===== src/ssh_ram.sv =====
// Generic single write port RAM with registered read
`timescale 1ns / 1ps
module ssh_ram #(
    parameter int WIDTH = 8,
    parameter int DEPTH = 16
) (
    input  logic                     i_clk,
    input  logic                     i_we,
    input  logic [$clog2(DEPTH)-1:0] i_waddr,
    input  logic [WIDTH-1:0]         i_wdata,
    input  logic [$clog2(DEPTH)-1:0] i_raddr,
    output logic [WIDTH-1:0]         o_rdata
);
    logic [WIDTH-1:0] r_mem [DEPTH];
    logic [WIDTH-1:0] r_rdata;

    always_ff @(posedge i_clk) begin
        if (i_we) begin
            r_mem[i_waddr] <= i_wdata;
        end
        r_rdata <= r_mem[i_raddr];
    end

    assign o_rdata = r_rdata;
endmodule


===== config.mk =====
export PLATFORM = sky130hd
export DESIGN_NAME = ssh_ram
export DESIGN_NICKNAME = d
export VERILOG_FILES = /design/src/ssh_ram.sv
export SDC_FILE = /design/constraint.sdc
export NUM_CORES = 1
export LEC_CHECK = 0
export ABC_AREA = 1
export BUFFER_PORTS_ARGS = -buffer_cell sky130_fd_sc_hd__buf_2
export CAP_MARGIN = 0
export CORE_ASPECT_RATIO = 0.5
export CORE_UTILIZATION = 63
export CTS_BUF_LIST = sky130_fd_sc_hd__clkbuf_8
export DETAILED_ROUTE_END_ITERATION = 16
export PLACE_DENSITY = 0.82
export SLEW_MARGIN = 20
export SYNTH_ARGS = -nofsm -noshare
export SYNTH_HDL_FRONTEND = slang
export SYNTH_SLANG_ARGS = --single-unit

===== constraint.sdc =====
create_clock -name i_clk -period 1.43 [get_ports i_clk]
set_input_delay 0.143 -clock i_clk [delete_from_list [all_inputs] [get_ports i_clk]]
set_output_delay 0.143 -clock i_clk [all_outputs]
set_load 0.01 [all_outputs]

==> results of run 1 <==
area by class of cell:
type,count,area [um^2]
clock buffers,17,234.0
clock inverters,15,120.1
fillers,546,2332
inverters,102,382.9
multi-input cells,289,1214
flip-flops and latches,136,4004
well taps,117,146.4
repair buffers,52,365.4
sequential cells by signal, indices dropped and copies added, names as in the netlist:
register  count
r_mem       128
o_rdata       8
synth_stat cells:
library cell  number  area [um^2]
nand3_1           97        485.5
inv_1            100        375.4
inv_2              2        7.510
buf_6              6        67.56
buf_1              1        3.750
buf_4              4        30.03
buf_2             13        65.06
nand3b_1           2        15.01
dfxtp_1            8        160.2
nor2_1            17        63.81
edfxtp_1         128         3844
nand2_1          173        649.4
power by group through the flow:
stage	clock, mW	sequential, mW	combinational [mW]
2_1_floorplan	0	4.57	0.314
4_1_cts	2.85	4.48	0.557
3_3_place_gp	0	4.56	0.533
3_5_place_dp	0	4.57	0.551
6_report	2.86	4.48	0.564
5_1_grt	3.01	4.49	0.615
kinds of logic (layout without fill, tap and decap cells):
family                 after synthesis  after routing  share of synthesized area (%)
buffers and inverters              126            186                          9.525
flip-flops                         136            136                          69.43
AND/OR/NAND/NOR                    289            289                          21.05
layer usage:
| metal | vias to the layer above | GRT usage [%] |
|---|---|---|
| met2 | 251 | 44.05 |
| met1 | 1863 | 40.56 |
| li1 | 1868 | - |
| met4 | 0 | 13.92 |
| met5 | - | 0 |
| met3 | 39 | 6.506 |
metrics by stage:
stage	cell area [um^2]	util (%)	power, mW
final	6466	73.49	7.901
after global routing	6466	73.49	8.111
after CTS	6466	73.49	7.889
after detailed placement	6112	69.47	5.116
after global placement	6112	69.47	5.094
after floorplan	5767	-	4.888
worst max-delay path by stage:
stage	from	endpoint	slack, ns	cells past startpoint
CTS	o_rdata[5]	o_rdata[5]	0.33	1
detailed placement	i_raddr[0]	o_rdata[0]	0.19	8
floorplan	i_waddr[2]	r_mem[10][0]	0.34	2
global placement	i_raddr[0]	o_rdata[0]	0.24	8
global route	o_rdata[5]	o_rdata[5]	0.30	1
finish	o_rdata[5]	o_rdata[5]	0.33	1
==> metrics.txt, run 1 <==
critical path class reg -> out; Hold Fails Final Rpt 0; Crit-path slowest cell dfxtp_1; Hold WC Path Type in -> reg; internal power 6.113 mW; WL met2 5.785 mm; clk_lat worst skew 0.45 ns; sw frac 22.63%; Syn-to-layout area delta 12.13%; highest metal used met4; worst slack, placed 0.1874 ns; Setup Viol. Count Final 0; Root Buffer clkbuf_8; Remaining Overflow, GRT 0; register area share after synthesis 69.43%; cell area after synthesis 0.005767 mm^2; most common cell after layout, fill and taps aside nand2_1; die height 69.65 um; Hold Path End o_rdata[7]; Hold WS 0.05104 ns; Post-Layout Cell Count 728; post_cts resized 0; maximum buffer depth of the clock tree 2; Rel. slew slack 76.37%; crit share post-route 76.78%; die width 137.3 um; Clock Skew 0.008782 ns; Post-Route Setup TNS 0 ns; Max Fclk 910.8 MHz; Arr. time, crit path 0.95 ns; Final GP Congestion 0.7975; Clk network pwr share 36.2%; CP max stage delay 0.37 ns; reg2reg end o_rdata[3]; Final Critical Period 1.098 ns; # port buffers 25; crit path buf inv count 1; wire length on met1 5.054 mm; Nets 616; max-cap viol count 0; core box area 0.008798 mm^2; worst slew pin tran 0.3544 ns; hold path startpoint i_raddr[3]; CTS buffer count 17; Crit path max-delay family flip-flops; WL per Instance 17.16 um; Mapped Avg Cell Area 10.47 um^2; starting density of the core 65.54%; final wirelength 12.49 mm; drt first pass iters 6; most frequent cells in the layout 173 x nand2_1, 128 x edfxtp_1, 103 x inv_1, 97 x nand3_1, 25 x buf_2; pwr dens 1222 mW/mm^2; Via-to-Cell Ratio 5.523; distinct cell type count of the synthesized netlist 12; hold depth 3; Pins Over Slew Limit 0; Post-DP HPWL 7.651 mm; VDD IR max 0.6596 mV; drt drc 0; # diodes 0; crit path cell chain buf_2; crit-path max FO 1; Synth warnings 0; Crit. End Element output port; synthesized flop and latch total 136; share of layout cells above drive strength 1 13.09%; Pleak 2.864 nW; clock sink total 136; Cell Count Post-Placement 696; Tot GR Track Use 29.14%; met3 WL post-DR 1.342 mm; post-CTS setup buffers 0; Via Count 4021; r2r startpoint r_mem[6][3]; IO Count 26; H-tree depth 4; first-pass GRT wire length 19.23 mm; RSZ-0062 raised after global routing false; Psw 1.788 mW; Post-Synthesis Cells 551; Worst R2R Setup Slack 0.37 ns; register share of total power 56.7%; die area 0.009563 mm^2; Setup WS post-layout 0.3321 ns; largest net degree at the start of global routing 33; Comb pwr share 7.1%; CTS tree built; syn_nets 569; cells on worst reg2reg path 6; Critical Path RT 1.29 ns; status complete, no violations; DRT antenna net count 0; CTS Hold Bufs 0; initial drt markers 612; Setup crit start kind register; CTS clk-pin slew, worst paths 0.07 ns; row cnt 24; vias in the first global route 3761; antenna violations before repair 0
Power figures use the tool's default switching activity.
==> run 2: changes to the inputs <==
--- a/config.mk
+++ b/config.mk
@@ -9,10 +9,10 @@
 export BUFFER_PORTS_ARGS = -buffer_cell sky130_fd_sc_hd__buf_2
 export CAP_MARGIN = 0
 export CORE_ASPECT_RATIO = 0.5
-export CORE_UTILIZATION = 63
+export CORE_UTILIZATION = 57
 export CTS_BUF_LIST = sky130_fd_sc_hd__clkbuf_8
 export DETAILED_ROUTE_END_ITERATION = 16
-export PLACE_DENSITY = 0.82
+export PLACE_DENSITY = 0.79
 export SLEW_MARGIN = 20
 export SYNTH_ARGS = -nofsm -noshare
 export SYNTH_HDL_FRONTEND = slang
==> constraint.sdc (replaced) <==
create_clock -name i_clk -period 0.9 [get_ports i_clk]
set_input_delay 0.09 -clock i_clk [delete_from_list [all_inputs] [get_ports i_clk]]
set_output_delay 0.09 -clock i_clk [all_outputs]
set_load 0.01 [all_outputs]
==> metrics.txt, run 2 (synthesized netlist as in run 1, its figures left out) <==
status complete, but fails checks; violated checks setup timing; Max Fclk 998.9 MHz; worst slew pin tran 0.4484 ns (+0.09398 ns); core box area 0.009634 mm^2 (+9.5%); CTS clk-pin slew, worst paths 0.08 ns (about the same); Pwr Total 13.84 mW (+75%); Tot GR Track Use 28.00% (-1.1 points); Crit-path slowest cell edfxtp_1; RSZ-0062 raised after global routing true; DRT antenna net count 0 (unchanged); max FFs per register 128 (unchanged); hold depth 1 (-2); share of layout cells above drive strength 1 27.21% (+14 points); maximum buffer depth of the clock tree 2 (unchanged); critical path depth in cells 6 (+5); Critical Path RT 1.25 ns (-0.04 ns); Crit path max-delay family simple AND/OR/NAND/NOR gates; clk_lat worst skew 0.46 ns (about the same); Hold Fails Final Rpt 0 (unchanged); VDD IR max 1.108 mV (+68%); Syn-to-layout area delta 21.98%; Nets 627 (+1.8%); most frequent cells in the layout 169 x nand2_1, 128 x edfxtp_1, 97 x inv_1, 50 x nand3_2, 45 x nand3_1; final wirelength 13.63 mm (+9.1%); die area 0.01055 mm^2 (+10%); Via-to-Cell Ratio 5.393 (-2.4%); critical path class reg -> reg; Root Buffer clkbuf_8; # diodes 0 (unchanged); # port buffers 25 (unchanged); Remaining Overflow, GRT 0 (unchanged); largest net degree at the start of global routing 27 (-18%); Setup crit start kind register; CTS tree built; drt first pass iters 8 (+2); die height 73.13 um (+5.0%); H-tree depth 4 (unchanged); pwr dens 1968 mW/mm^2 (+61%); Final Critical Period 1.001 ns; starting density of the core 59.86% (-5.7 points); first-pass GRT wire length 20.40 mm (+6.1%); most common cell after layout, fill and taps aside nand2_1; Arr. time, crit path 1.36 ns (+0.41 ns); crit-path max FO 1 (unchanged); Clock Skew 0.01047 ns (+0.001686 ns); Rel. slew slack 70.07% (-6.3 points); Pins Over Slew Limit 0 (unchanged); IO Count 26 (unchanged); number of fill cells 608 (+11%); CTS Hold Bufs 0 (unchanged); Top reg by flops r_mem; vias in the first global route 3906 (+3.9%); drt drc 0 (unchanged); CP max stage delay 0.41 ns (+0.04 ns); CTS buffer count 17 (unchanged); Via Count 4077 (+1.4%); crit path cell chain inv_1 -> nand2_1 -> nand3_2 -> nand3_2 -> nand3_2 -> nand2_1; post-CTS setup buffers 0 (unchanged); cells on worst reg2reg path 6 (unchanged); final core utilization 73.01% (-0.48 points); Hold WC Path Type in -> reg; Pleak 3.060 nW (+6.8%); antenna violations before repair 0 (unchanged); Setup Viol. Count Final 16 (+16); WL per Instance 18.03 um (+5.0%); die width 144.2 um (+5.1%); Worst path most repeated cell nand3_2; max-cap viol count 0 (unchanged); Post-DP HPWL 8.380 mm (+9.5%); row cnt 25 (+4.2%); Crit. End Element register; crit path buf inv count 1 (unchanged); Post-Route Setup TNS -1.043 ns (-1.043 ns); Setup WS post-layout -0.1011 ns (-0.4332 ns); clock sink total 136 (unchanged); initial drt markers 525 (-14%); Final GP Congestion 0.8549 (+7.2%); crit share post-route 111.2%
[run 2: cell types whose count changed in the layout (fill, tap and decap cells not counted), moves of 4 or more]
| cell | delta |
|---|---|
| buf_2 | -5 |
| buf_4 | +9 |
| buf_6 | +5 |
| dfxtp_1 | -5 |
| dfxtp_2 | +5 |
| inv_1 | -6 |
| inv_2 | +4 |
| nand2_1 | -4 |
| nand2_2 | +4 |
| nand3_1 | -52 |
| nand3_2 | +50 |
| nor2_1 | -9 |
| nor2_2 | +8 |
[run 2: cell type report]
class                      count  area (um^2)  share of cell area [%]
timing repair buffer          63        504.2                   7.168
clock inverter                14        207.7                   2.953
inverter                     102        382.9                   5.443
tap                          135        168.9                   2.401
multi-input combinational    289         1526                   21.70
clock buffer                  17        234.0                   3.326
sequential                   136         4010                   57.01
[run 2: what timing repair did]
action,4_1_cts,5_1_grt
pin swaps,32,13
endpoints found under the setup margin,16,16
gates resized for setup,43,29
endpoints found under the hold margin,0,0
[run 2: final timing paths]
path	startpoint	end	slack, ns
setup / recovery	r_mem[6][6]	o_rdata[6]	-0.10
hold / removal	i_wdata[4]	r_mem[3][4]	0.06
setup reg to reg	r_mem[6][6]	o_rdata[6]	-0.10
hold reg to reg	r_mem[11][5]	o_rdata[5]	0.70
[run 2: worst register-to-register path: cells and delay by family, from the launching register on]
| kind | cells | cell delay, ns |
|---|---|---|
| buffers and inverters | 1 | 0.07 |
| flip-flops | 1 | 0.41 |
| AND/OR/NAND/NOR | 5 | 0.41 |
[run 2: metrics by stage]
| stage | hold WS [ns] | cells | area [um^2] | worst slack (ns) |
|---|---|---|---|---|
| floorplan | 0.1889 | 551 | 5794 | -0.1190 |
| global placement | 0.4854 | 725 | 6270 | -0.2774 |
| detailed placement | 0.4867 | 725 | 6270 | -0.2650 |
| CTS | 0.02630 | 756 | 6922 | -0.1003 |
| global route | 0.04897 | 756 | 7034 | -0.1242 |
| finish | 0.05969 | 756 | 7034 | -0.1011 |
[run 2: where the power goes]
group	leakage [nW]	switching [mW]	internal, mW
logic	1.62	0.742	0.386
registers	1.22	0.0450	7.08
clock network	0.215	2.34	3.25
[run 2: layer usage]
layer  routed length [um]  track usage, %  part of all wire (%)  up-vias
met2                 6463           44.07                    47      217
met4                  338           12.63                   2.5        0
li1                     -               -                     -     1886
met5                    0               0                     0        -
met3                 1149           8.136                   8.4       41
met1                 5675           36.66                    42     1933
==> run 3: changes to the inputs <==
--- a/config.mk
+++ b/config.mk
@@ -17,3 +17,4 @@
 export SYNTH_ARGS = -nofsm -noshare
 export SYNTH_HDL_FRONTEND = slang
 export SYNTH_SLANG_ARGS = --single-unit
+export TNS_END_PERCENT = 1
==> metrics.txt, run 3 (synthesized netlist as in run 1, its figures left out) <==
Hold Fails Final Rpt 0 (unchanged); Psw 2.976 mW (-4.8%); Final GP Congestion 0.8376 (-2.0%); Arr. time, crit path 1.33 ns (-0.03 ns); RSZ-0062 raised after global routing true; max FFs per register 128 (unchanged); violated checks setup timing; hold depth 1 (unchanged); Hold WC Path Type in -> reg; Clock Skew 0.007775 ns (-0.002693 ns); clk_lat worst skew 0.43 ns (-0.03 ns); Setup Viol. Count Final 16 (unchanged); Clk network pwr share 33.9% (-6.5 points); Top reg by flops r_mem; # port buffers 25 (unchanged); Setup crit start kind register; largest net degree at the start of global routing 28 (+3.7%); row cnt 25 (unchanged); status complete, but fails checks; CTS tree built; crit share post-route 110.9% (-0.32 points); Crit. End Element register; Pins Over Slew Limit 0 (unchanged); sw frac 23.70% (+1.1 points); most frequent cells in the layout 169 x nand2_1, 128 x edfxtp_1, 102 x inv_1, 66 x nand3_1, 29 x nand3_2; most common cell after layout, fill and taps aside nand2_1; Via Count 4105 (+0.69%); drt drc 0 (unchanged); CTS clk-pin slew, worst paths 0.07 ns (about the same); post-CTS setup buffers 0 (unchanged); DRT antenna net count 0 (unchanged); die area 0.01055 mm^2 (unchanged); maximum buffer depth of the clock tree 2 (unchanged); die height 73.13 um (unchanged); clock sink total 136 (unchanged); WL per Instance 18.38 um (+2.0%); first-pass GRT wire length 21.18 mm (+3.9%); IO Count 26 (unchanged); Remaining Overflow, GRT 0 (unchanged); critical path class reg -> reg; cells on worst reg2reg path 6 (unchanged); Pleak 3.021 nW (-1.3%); Syn-to-layout area delta 19.74%; drt first pass iters 5 (-3); Critical Path RT 1.23 ns (-0.02 ns); die width 144.2 um (unchanged); max-cap viol count 0 (unchanged); Tot GR Track Use 29.41% (+1.4 points); Post-DP HPWL 8.595 mm (+2.6%); Comb pwr share 9.3% (+1.1 points); Setup WS post-layout -0.09819 ns (+0.002897 ns); starting density of the core 59.86% (unchanged); vias in the first global route 3929 (+0.59%); Rel. slew slack 71.87% (+1.8 points); CTS buffer count 17 (unchanged); Final Critical Period 0.9982 ns (-0.002897 ns); core box area 0.009634 mm^2 (unchanged); Pwr Total 12.56 mW (-9.3%); final wirelength 13.93 mm (+2.2%); Via-to-Cell Ratio 5.416 (+0.42%); initial drt markers 556 (+5.9%); Max Fclk 1002 MHz (+0.29%); Hold WS 0.07530 ns (+0.01561 ns); Root Buffer clkbuf_8; worst slew pin tran 0.4215 ns (-0.02684 ns); crit-path max FO 1 (unchanged); pwr dens 1818 mW/mm^2 (-7.6%); H-tree depth 4 (unchanged); register share of total power 56.8% (+5.3 points); Nets 628 (+0.16%); internal power 9.580 mW (-11%); antenna violations before repair 0 (unchanged); CTS Hold Bufs 0 (unchanged); # diodes 0 (unchanged); share of layout cells above drive strength 1 22.47% (-4.7 points); VDD IR max 1.099 mV (-0.73%)
[run 3: cell types whose count changed in the layout (fill, tap and decap cells not counted), moves of 2 or more]
cell	before	now
bufinv_16	5	1
clkinv_1	0	4
inv_1	97	102
buf_4	33	27
inv_2	6	3
nand3_1	45	66
clkinvlp_4	4	2
nand3_2	50	29
buf_12	5	12
clkinv_2	3	5
[run 3: area by class of cell]
type	count	area [um^2]
clock buffer	17	234.0
timing repair buffer	64	599.3
multi-input combinational	289	1414
sequential	136	4010
fill	614	2729
inverter	102	382.9
tap	135	168.9
clock inverter	15	96.34
[run 3: what timing repair did]
item / 4_1_cts / 5_1_grt
pin swaps: 18 / 5
resized for setup: 37 / 11
endpoints found under the setup margin: 16 / 16
[run 3: final timing paths]
| kind | from | endpoint | slack [ns] |
|---|---|---|---|
| setup / recovery | r_mem[7][3] | o_rdata[3] | -0.1 |
| hold reg to reg | r_mem[13][2] | o_rdata[2] | 0.69 |
| hold / removal | i_wdata[4] | r_mem[9][4] | 0.08 |
| setup reg to reg | r_mem[7][3] | o_rdata[3] | -0.1 |
[run 3: stage by stage]
| stage | area [um^2] | TNS, ns | util [%] | std cells | setup slack [ns] |
|---|---|---|---|---|---|
| 2_1_floorplan | 5787 | -11.04 | - | 551 | -0.1190 |
| 3_3_place_gp | 6357 | -22.81 | 65.99 | 726 | -0.2262 |
| 3_5_place_dp | 6357 | -26.30 | 65.99 | 726 | -0.2530 |
| 4_1_cts | 6860 | -1.002 | 71.21 | 758 | -0.08830 |
| 5_1_grt | 6905 | -1.720 | 71.68 | 758 | -0.1440 |
| 6_report | 6905 | -1.015 | 71.68 | 758 | -0.09819 |
[run 3: worst max-delay path, cell delays in order, from the launching register on]
cell and delay [ns]:
edfxtp_1 0.40, inv_1 0.07, nand2_1 0.04, nand3_1 0.08
nand3_2 0.15, nand3_2 0.11, nand2_1 0.05
[run 3: layer usage]
| metal | vias up | share of wire, % | track usage [%] |
|---|---|---|---|
| met1 | 1915 | 40 | 39.40 |
| met3 | 36 | 11 | 8.727 |
| met4 | 0 | 3.0 | 13.33 |
| li1 | 1893 | - | - |
| met2 | 261 | 46 | 45.09 |
| met5 | - | 0 | 0 |
[run 3: power groups by stage]
stage                     Sequential, mW  Clock [mW]  Combinational [mW]
final                               7.13        4.26                1.16
after global routing                7.14        4.52                1.24
after CTS                           7.13        4.29                1.11
after detailed placement            7.26           0                1.02
after global placement              7.25           0               0.997
after floorplan                     7.27           0               0.506
